### config.mk
export PLATFORM = sky130hd
export DESIGN_NAME = fvwo_front
export DESIGN_NICKNAME = d
export VERILOG_FILES = /design/src/hw/rtl/fvwo_pkg.sv /design/src/hw/rtl/fvwo_front.sv
export SDC_FILE = /design/constraint.sdc
export NUM_CORES = 1
export LEC_CHECK = 0
export ABC_CLOCK_PERIOD_IN_PS = 2700
export BUFFER_PORTS_ARGS = -buffer_cell sky130_fd_sc_hd__buf_2
export CORE_MARGIN = 2
export CORE_UTILIZATION = 45
export DETAILED_ROUTE_END_ITERATION = 7
export MAX_ROUTING_LAYER = met4
export PLACE_DENSITY_LB_ADDON = 0.25
export SLEW_MARGIN = 30
export SYNTH_ARGS = -nofsm -noshare
export SYNTH_HDL_FRONTEND = slang
export SYNTH_SLANG_ARGS = --single-unit
### constraint.sdc
create_clock -name clk -period 2.7 [get_ports clk]
set_input_delay 0.27 -clock clk [delete_from_list [all_inputs] [get_ports clk]]
set_output_delay 0.27 -clock clk [all_outputs]
set_load 0.01 [all_outputs]
### src/hw/rtl/fvwo_pkg.sv
// shared types and constants for the four-voice wavetable oscillator
// word structs for both channels, request codes, register indexes
// no dependencies
package fvwo_pkg;

  localparam int VOICES    = 4;
  localparam int VOICE_W   = 2;
  localparam int SAMPLE_W  = 16;
  localparam int INDEX_W   = 10;
  localparam int STEP_W    = 26;
  localparam int CFG_IDX_W = 3;

  localparam logic [STEP_W-1:0] STEP_RESET = 26'd65536;

  // request codes
  localparam logic REQ_WRITE = 1'b0;
  localparam logic REQ_TICK  = 1'b1;

  // configuration register indexes
  localparam logic [CFG_IDX_W-1:0] REG_PORT0_LEFT  = 3'd0;
  localparam logic [CFG_IDX_W-1:0] REG_PORT0_RIGHT = 3'd1;
  localparam logic [CFG_IDX_W-1:0] REG_PORT1_LEFT  = 3'd2;
  localparam logic [CFG_IDX_W-1:0] REG_PORT1_RIGHT = 3'd3;

  localparam logic [VOICE_W-1:0] LAST_VOICE = 2'd3;

  typedef struct packed {
    logic                       req_type;
    logic        [INDEX_W-1:0]  table_index;
    logic signed [SAMPLE_W-1:0] table_value;
  } req_word_t;

  typedef struct packed {
    logic signed [SAMPLE_W-1:0] port0_left_sample;
    logic signed [SAMPLE_W-1:0] port0_right_sample;
    logic signed [SAMPLE_W-1:0] port1_left_sample;
    logic signed [SAMPLE_W-1:0] port1_right_sample;
  } rsp_word_t;

  // queue head status seen by the back end
  typedef struct packed {
    logic valid;
    logic tick;
  } head_ctrl_t;

endpackage

### src/hw/rtl/fvwo_front.sv
// front end: takes request words, drops out-of-range writes, queues the rest
// two-entry queue towards the back end
// depends on fvwo_pkg
module fvwo_front #(
  parameter int TABLE_DEPTH = 1024
) (
  input  logic                                clk,
  input  logic                                rst,
  input  logic                                req_valid,
  output logic                                req_stall,
  input  fvwo_pkg::req_word_t                 req_word,
  output fvwo_pkg::head_ctrl_t                head,
  output logic [$clog2(TABLE_DEPTH)-1:0]      head_addr,
  output logic [fvwo_pkg::SAMPLE_W-1:0]       head_value,
  input  logic                                pop
);
  import fvwo_pkg::*;

  localparam int AW = $clog2(TABLE_DEPTH);

  logic          q_tick  [2];
  logic [AW-1:0] q_addr  [2];
  logic [SAMPLE_W-1:0] q_value [2];
  logic          wr_ptr;
  logic          rd_ptr;
  logic [1:0]    count;

  logic accept;
  logic in_range;
  logic push;

  // classify: ticks and in-range writes go on, other writes are dropped
  assign accept   = req_valid && !req_stall;
  assign in_range = 32'(req_word.table_index) < TABLE_DEPTH;
  assign push     = accept && (req_word.req_type == REQ_TICK || in_range);
  assign req_stall = (count == 2'd2);

  // queue storage
  always_ff @(posedge clk) begin
    if (push) begin
      q_tick[wr_ptr]  <= (req_word.req_type == REQ_TICK);
      q_addr[wr_ptr]  <= AW'(req_word.table_index);
      q_value[wr_ptr] <= req_word.table_value;
    end
  end

  // queue pointers
  always_ff @(posedge clk) begin
    if (rst) begin
      wr_ptr <= 1'b0;
      rd_ptr <= 1'b0;
      count  <= 2'd0;
    end else begin
      if (push) wr_ptr <= !wr_ptr;
      if (pop)  rd_ptr <= !rd_ptr;
      count <= count + 2'(push) - 2'(pop);
    end
  end

  assign head.valid = (count != 2'd0);
  assign head.tick  = q_tick[rd_ptr];
  assign head_addr  = q_addr[rd_ptr];
  assign head_value = q_value[rd_ptr];

`ifndef SYNTHESIS
  a_pop_nonempty: assert property (@(posedge clk) disable iff (rst)
    pop |-> count != 2'd0)
    else $error("pop from empty queue");
  a_count_bound: assert property (@(posedge clk) disable iff (rst)
    count == 2'd2 |=> count != 2'd3)
    else $error("queue overfilled");
`endif

endmodule

==> out/metrics.cfg, run 1 <==
[run_status]
outcome = completed

[global_route]
grt_max_degree = 28
use_met2 = 0.2589
first_global_vias = 1198
grt_overflow = 0
grt_busiest_layer = met2
grt_antenna_before_repair = 0
grt_util_met3 = 0.06036
grt_usage = 0.1550
met1_usage = 0.1540
grt_pass1_wl_um = 5533

[routing]
vias_per_cell = 4.945
drtIter0Drc = 79
drc = 0
wire_per_inst_um = 15.92
routed_wl_um = 3774
vias = 1172
dr.pass1.iters = 5
antenna_left = 0

[cells_and_area]
layout.cells.most_common = buf_2
multiInputGateArea_um2 = 415.4
nFillCells = 395
final_cell_mix = 59 x buf_2, 54 x edfxtp_1, 27 x mux2_2
drive_gt1_frac = 0.5574
num_antenna_cells = 0
synthToLayoutAreaGrowth_pct = 23.02
final_nets = 211
regArea_um2 = 1722

[synth]
synthCells = 109
avgSynthCellArea_um2 = 20.00
yosys_warnings = 0
ys_seq_area_frac = 0.7899
netlist-cell-type-count = 19
syn_area_um2 = 2180
ys_seq_elements = 59
syn_nets = 142

[power]
p_leak_nw = 1.046
p_switching_mw = 0.5582
power_density_nw_per_um2 = 821.7
swShare = 0.2533
internal-power_mw = 1.645
pwr-share-clk = 0.283
seqPwrFrac = 0.539
peakVddDrop_v = 0.0004556
p_comb_frac = 0.178

[clock_tree]
clk_pin_slew_ns = 0.07
post_cts_buffers = 0
cts_tree = built
worstSkewPairLatency_ns = 0.33
htreeDepth = 3
cts_resized = 0
cts_sinks = 59
clockBufferDepth = 2
ctsHoldBuffers = 0
numCtsBuffers = 9
root_buffer = clkbuf_8

[setup_path]
end_kind = primary output
worstPathArrival_ns = 1.78
start_kind = register
critPathRequiredTime_ns = 2.43
path_class = reg2out
critical_path.max_fanout = 17
rrSetupSlack_ns = 1.08

[timing]
hold_violations = 0
tns_ns = 0
relSlewSlack = 0.5597
fmax_mhz = 489.0
whs_ns = 0.1300
rsz0062_at_grt = no
skew_ns = 0.008273
min_period_ns = 2.045
finalSetupViolations = 0
finalCritPeriodShare = 0.7574
slew_violations = 0
worst_pin_slew_ns = 0.6604

[die]
rows = 25
die_w_um = 73.60
num_io_pins = 60
die_area_um2 = 5416
die_y_um = 73.60
initial_core_util = 0.4645
core_um2 = 4692

[place]
routabilityCongestion = 0.7654
dp_hpwl_um = 2567
port_buffers = 59

[worst_hold_path]
worstHoldPathType = in2reg

[job]
cap_violations = 0

per-layer routing:
layer / vias up / share of wire
li1: 551 / -
met1: 576 / 0.36
met2: 35 / 0.56
met3: 10 / 0.052
met4: 0 / 0.020
met5: - / 0
synth_stat cells, drive strengths merged:
master / instances / area (um2)
edfxtp: 54 / 1622
mux2: 27 / 304.0
dfxtp: 5 / 100.1
inv: 4 / 15.01
buf: 3 / 27.52
nor2: 3 / 11.26
ha: 2 / 25.02
xnor2: 2 / 17.52
a21oi: 1 / 5.000
and3: 1 / 7.510
nand2: 1 / 3.750
nand2b: 1 / 8.760
nor2b: 1 / 6.260
o21ai: 1 / 5.000
or2: 1 / 6.260
or3: 1 / 6.260
xor2: 1 / 8.760
flip-flops by register name (all words and copies together) (netlist names), named ones only:
signal / cells
count: 2
q_addr: 20
q_tick: 2
q_value: 32
rd_ptr: 1
wr_ptr: 1
logic make-up after synthesis:
family,synth area share
buffers and inverters,0.01951
flip-flops,0.7899
AND/OR/NAND/NOR,0.02297
multiplexers,0.1395
AO/OA/AOI/OAI,0.004588
adder cells (fa/ha/maj),0.01148
XOR/XNOR,0.01206
layout make-up:
cell class              instances  share of cell area
clock buffers                  11             0.04900
clock inverters                 5            0.007466
inverters                       4            0.005600
multi-input cells              43              0.1549
flip-flops and latches         59              0.6421
well taps                      54             0.02520
repair buffers                 61              0.1157
path summary, 6_finish.rpt:
kind	end	startpoint	cells past startpoint
worst min register to register	wr_ptr$_SDFFE_PP0P_	wr_ptr$_SDFFE_PP0P_	2
worst max-delay path	head_value[13]	register	3
worst min-delay path	q_value[1][4]$_DFFE_PP_	req_word[4]	1
worst max register to register	q_value[0][3]$_DFFE_PP_	count[0]$_SDFF_PP0_	5
power by group through the flow:
stage               clock (mW)  sequential [mW]  combinational (mW)
floorplan                    0             1.19               0.255
global placement             0             1.20               0.383
detailed placement           0             1.21               0.396
CTS                      0.639             1.19               0.400
global route             0.679             1.20               0.433
finish                   0.624             1.19               0.392
critical path, stage by stage, from the launching register on:
cell	delay [ns]
dfxtp_1	0.60
buf_4	0.34
mux2_2	0.37
buf_2	0.14
stage by stage:
step,power [mW],instance area [um2],std cells,utilization,setup slack (ns)
after floorplan,1.441,2180,109,-,0.9476
after global placement,1.580,2530,221,0.5392,1.024
after detailed placement,1.604,2530,221,0.5392,0.9533
after CTS,2.228,2681,237,0.5715,0.5922
after global routing,2.310,2681,237,0.5715,0.5297
final,2.203,2681,237,0.5715,0.6549
Note: power is estimated with default switching activity, not from simulation.
==> inputs of run 2 (changes only) <==
--- a/config.mk
+++ b/config.mk
@@ -5,7 +5,7 @@
 export SDC_FILE = /design/constraint.sdc
 export NUM_CORES = 1
 export LEC_CHECK = 0
-export ABC_CLOCK_PERIOD_IN_PS = 2700
+export ABC_CLOCK_PERIOD_IN_PS = 1870
 export BUFFER_PORTS_ARGS = -buffer_cell sky130_fd_sc_hd__buf_2
 export CORE_MARGIN = 2
 export CORE_UTILIZATION = 45
==> constraint.sdc (replaced) <==
create_clock -name clk -period 1.87 [get_ports clk]
set_input_delay 0.187 -clock clk [delete_from_list [all_inputs] [get_ports clk]]
set_output_delay 0.187 -clock clk [all_outputs]
set_load 0.01 [all_outputs]
==> run 2 against run 1 <==
  * Highest routed layer unchanged
  * Combinational power increased by 52%
  * Largest power group unchanged
  * Critical path type unchanged
  * First-iteration DRC count shrank 15%
  * Critical endpoint unchanged
  * Register-to-register slack lost 0.69 ns
==> out/metrics.cfg, run 2 (same netlist as run 1, synthesis figures left out) <==
[die]
num_io_pins = 60
die_y_um = 73.60
die_area_um2 = 5416
core_um2 = 4692
initial_core_util = 0.4645
die_w_um = 73.60
rows = 25

[power]
power_density_nw_per_um2 = 1308
p_total_mw = 3.662
p_leak_nw = 1.106
peakVddDrop_v = 0.0005524

[job]
cap_violations = 0

[cells_and_area]
stdcell_area_um2 = 2799
largest_register = q_value
num_antenna_cells = 0
largestRegisters = q_value (32), q_addr (20)
drive_gt1_frac = 0.5892
final_cell_mix = 59 x buf_2, 54 x edfxtp_1, 27 x mux2_2
largest_reg_flops = 32
regArea_um2 = 1722
final_nets = 213
layout.cells.most_common = buf_2
instances_no_fill = 239
multiInputGateArea_um2 = 415.4
fin_util = 0.5965
synthToLayoutAreaGrowth_pct = 28.42
nFillCells = 365

[routing]
vias_per_cell = 4.937
dr.pass1.iters = 4
routed_wl_um = 3699
wire_per_inst_um = 15.48
drc = 0
vias = 1180
antenna_left = 0
drtIter0Drc = 67

[global_route]
grt_overflow = 0
grt_max_degree = 28
grt_pass1_wl_um = 5699
grt_usage = 0.1536
grt_antenna_before_repair = 0
first_global_vias = 1243

[timing]
min_period_ns = 1.685
worst_pin_slew_ns = 0.3611
finalSetupViolations = 0
slew_violations = 0
whs_ns = 0.05247
fmax_mhz = 593.5
tns_ns = 0
setup_ws_ns = 0.1850
finalCritPeriodShare = 0.9010
rsz0062_at_grt = no
hold_violations = 0
skew_ns = 0.004651
relSlewSlack = 0.7593

[place]
port_buffers = 59
dp_hpwl_um = 2528
routabilityCongestion = 0.7069
dp_worst_setup_slack_ns = 0.3838
placed_area_um2 = 2557
post-place-cells = 223

[clock_tree]
ctsHoldBuffers = 0
worstSkewPairLatency_ns = 0.32
htreeDepth = 3
post_cts_buffers = 0
root_buffer = clkbuf_8
cts_sinks = 59
cts_tree = built
cts_resized = 0
clockBufferDepth = 2
clk_pin_slew_ns = 0.06
numCtsBuffers = 9

[setup_path]
path_class = reg2out
path_cells = buf_4, mux2_2, buf_2
worstPathArrival_ns = 1.50
cp-endpoint = head_value[13]
start_kind = register
reg2reg_to = count[1]$_SDFF_PP0_
reg2regPathDepth = 8
critical_path.max_fanout = 27
max_stage_delay_ns = 0.39
end_kind = primary output
critPathTopFamily = buffers and inverters
critPathRequiredTime_ns = 1.68
rrSetupSlack_ns = 0.39
critPathBufInv = 2
cp.depth = 3
timing.rr.start = count[0]$_SDFF_PP0_
slowest_stage = mux2_2

[run_status]
outcome = completed

[worst_hold_path]
worstHoldPathType = in2reg
hold_path_depth = 1

run 2: cell count changes in the layout (fill, tap and decap cells not counted):
cell / change
clkinv_2: +1
clkbuf_1: -1
buf_12: +1
bufinv_16: +3
clkbuf_8: +1
buf_4: +1
clkinv_1: -4
run 2: power by group:
part / internal, mW / total [mW] / leakage [nW] / switching [mW]
clock network: 0.917 / 1.37 / 0.123 / 0.453
registers: 1.65 / 1.70 / 0.545 / 0.0477
logic: 0.283 / 0.594 / 0.438 / 0.311
total: 2.85 / 3.66 / 1.11 / 0.811
run 2: final cells by class:
class / count / share of cell area
Clock buffer: 11 / 0.05051
Clock inverter: 5 / 0.03576
Inverter: 4 / 0.005364
Multi-Input combinational cell: 43 / 0.1484
Sequential cell: 59 / 0.6151
Tap cell: 54 / 0.02414
Timing Repair Buffer: 63 / 0.1207
run 2: worst min-delay path by stage:
| stage | startpoint | end | slack [ns] |
|---|---|---|---|
| finish | req_word[1] | q_value[1][1]$_DFFE_PP_ | 0.05 |
| global route | req_word[1] | q_value[1][1]$_DFFE_PP_ | 0.03 |
| CTS | req_word[1] | q_value[1][1]$_DFFE_PP_ | 0.04 |
| detailed placement | req_word[11] | q_value[0][11]$_DFFE_PP_ | 0.38 |
| global placement | req_word[6] | q_value[0][6]$_DFFE_PP_ | 0.38 |
| floorplan | rst | wr_ptr$_SDFFE_PP0P_ | 0.26 |
run 2: metal layers:
metal / track usage / wire length, um
met4: 0.08485 / 42
met1: 0.1608 / 1459
met3: 0.05624 / 196
met5: - / 0
met2: 0.2500 / 2001
run 2: worst reg2reg max path, stage by stage (launching register included):
cell and delay, ns:
dfxtp_1 0.34, nand2b_2 0.14, nand2_1 0.06, ha_1 0.27, inv_1 0.06, ha_1 0.14
xor2_1 0.17, xnor2_1 0.14, nor2_1 0.05
==> inputs of run 3 (changes only) <==
--- a/config.mk
+++ b/config.mk
@@ -9,8 +9,8 @@
 export BUFFER_PORTS_ARGS = -buffer_cell sky130_fd_sc_hd__buf_2
 export CORE_MARGIN = 2
 export CORE_UTILIZATION = 45
+export CTS_CLUSTER_SIZE = 40
 export DETAILED_ROUTE_END_ITERATION = 7
-export MAX_ROUTING_LAYER = met4
 export PLACE_DENSITY_LB_ADDON = 0.25
 export SLEW_MARGIN = 30
 export SYNTH_ARGS = -nofsm -noshare
==> constraint.sdc (replaced) <==
create_clock -name clk -period 1.87 [get_ports clk]
set_input_delay 0 -clock clk [delete_from_list [all_inputs] [get_ports clk]]
set_output_delay 0 -clock clk [all_outputs]
set_load 0.01 [all_outputs]
==> run 3 against run 2 <==
  * Die area unchanged
  * Cell count increased by 12%
  * Sequential cell count unchanged
  * Critical endpoint is now count[1]$_SDFF_PP0_
  * Largest power group unchanged
  * Highest routed layer unchanged
==> out/metrics.cfg, run 3 (same netlist as run 1, synthesis figures left out) <==
[routing]
vias = 1304
drc = 0
drtIter0Drc = 74
wire_per_inst_um = 15.18
antenna_left = 0
dr.pass1.iters = 4
routed_wl_um = 4052
vias_per_cell = 4.884

[cells_and_area]
instances_no_fill = 267
largestRegisters = q_value (32), q_addr (20)
final_cell_mix = 59 x buf_2, 54 x edfxtp_1, 29 x dlygate4sd3_1
num_antenna_cells = 0
layout.cells.most_common = buf_2
fin_util = 0.6395
synthToLayoutAreaGrowth_pct = 37.66
final_nets = 241
largest_reg_flops = 32
largest_register = q_value
drive_gt1_frac = 0.4836
stdcell_area_um2 = 3000

[timing]
relSlewSlack = 0.7539
setup_ws_ns = 0.3598
min_period_ns = 1.510
finalSetupViolations = 0
skew_ns = 0.003854
hold_violations = 0
rsz0062_at_grt = no
whs_ns = 0.07357
worst_pin_slew_ns = 0.3691
fmax_mhz = 662.2
tns_ns = 0
slew_violations = 0
finalCritPeriodShare = 0.8076

[worst_hold_path]
worstHoldPathType = in2reg

[job]
cap_violations = 0

[place]
post-place-cells = 222
routabilityCongestion = 0.6982
dp_worst_setup_slack_ns = 0.3691
dp_hpwl_um = 2543
port_buffers = 59
placed_area_um2 = 2550

[setup_path]
critical_path.max_fanout = 3
end_kind = register
path_class = reg2reg
critPathRequiredTime_ns = 2.08
worstPathArrival_ns = 1.72
start_kind = register

[power]
seqPwrFrac = 0.518
p_switching_mw = 0.7938
peakVddDrop_v = 0.0006633
p_total_mw = 3.286
p_leak_nw = 1.178
swShare = 0.2416
p_comb_frac = 0.196
internal-power_mw = 2.492
pwr-share-clk = 0.287
power_density_nw_per_um2 = 1095

[clock_tree]
clockBufferDepth = 2
cts_sinks = 59
cts_tree = built
clk_pin_slew_ns = 0.06
worstSkewPairLatency_ns = 0.32
htreeDepth = 3
post_cts_buffers = 0
cts_resized = 0
root_buffer = clkbuf_8
numCtsBuffers = 9
ctsHoldBuffers = 29

[global_route]
grt_util_met3 = 0.06584
grt_usage = 0.1649
use_met2 = 0.2927
first_global_vias = 1342
grt_max_degree = 28
grt_antenna_before_repair = 0
grt_pass1_wl_um = 6182
grt_busiest_layer = met2
met1_usage = 0.1670
grt_overflow = 0

[run_status]
outcome = completed

[die]
die_area_um2 = 5416
die_w_um = 73.60
die_y_um = 73.60
initial_core_util = 0.4645
num_io_pins = 60
core_um2 = 4692
rows = 25

## run 3: cell types whose count changed in the layout (fill, tap and decap cells not counted)
cell           delta
clkbuf_1          +5
bufinv_16         -3
dlygate4sd3_1    +29
clkinv_2          -2
buf_4             -1
## run 3: final cells by class
type / instances / area [um2]
fill: 354 / 1692
multi-input combinational: 43 / 415.4
clock buffer: 16 / 160.2
timing repair buffer: 91 / 620.6
sequential: 59 / 1722
inverter: 4 / 15.01
tap: 54 / 67.56
## run 3: final timing paths
path	from	to	slack (ns)	depth (start not counted)
max	count[0]$_SDFF_PP0_	count[1]$_SDFF_PP0_	0.36	8
min	req_valid	wr_ptr$_SDFFE_PP0P_	0.07	4
min reg2reg	wr_ptr$_SDFFE_PP0P_	wr_ptr$_SDFFE_PP0P_	0.50	2
max reg2reg	count[0]$_SDFF_PP0_	count[1]$_SDFF_PP0_	0.36	8
## run 3: metal layers
layer	wire length (um)	vias up
met4	80	0
met2	2250	33
li1	-	618
met1	1552	645
met5	0	-
met3	168	8
## run 3: power by group through the flow
stage / combinational, mW / sequential, mW / clock, mW
final: 0.643 / 1.70 / 0.941
after global routing: 0.705 / 1.72 / 1.03
after CTS: 0.654 / 1.70 / 0.967
after detailed placement: 0.604 / 1.73 / 0
after global placement: 0.584 / 1.71 / 0
after floorplan: 0.368 / 1.71 / 0
## run 3: worst max-delay path, cell delays in order, from the launching register on
cell      delay, ns
dfxtp_1        0.35
nand2b_2       0.15
nand2_1        0.06
ha_1           0.27
inv_1          0.06
ha_1           0.15
xor2_1         0.18
xnor2_1        0.14
nor2_1         0.06
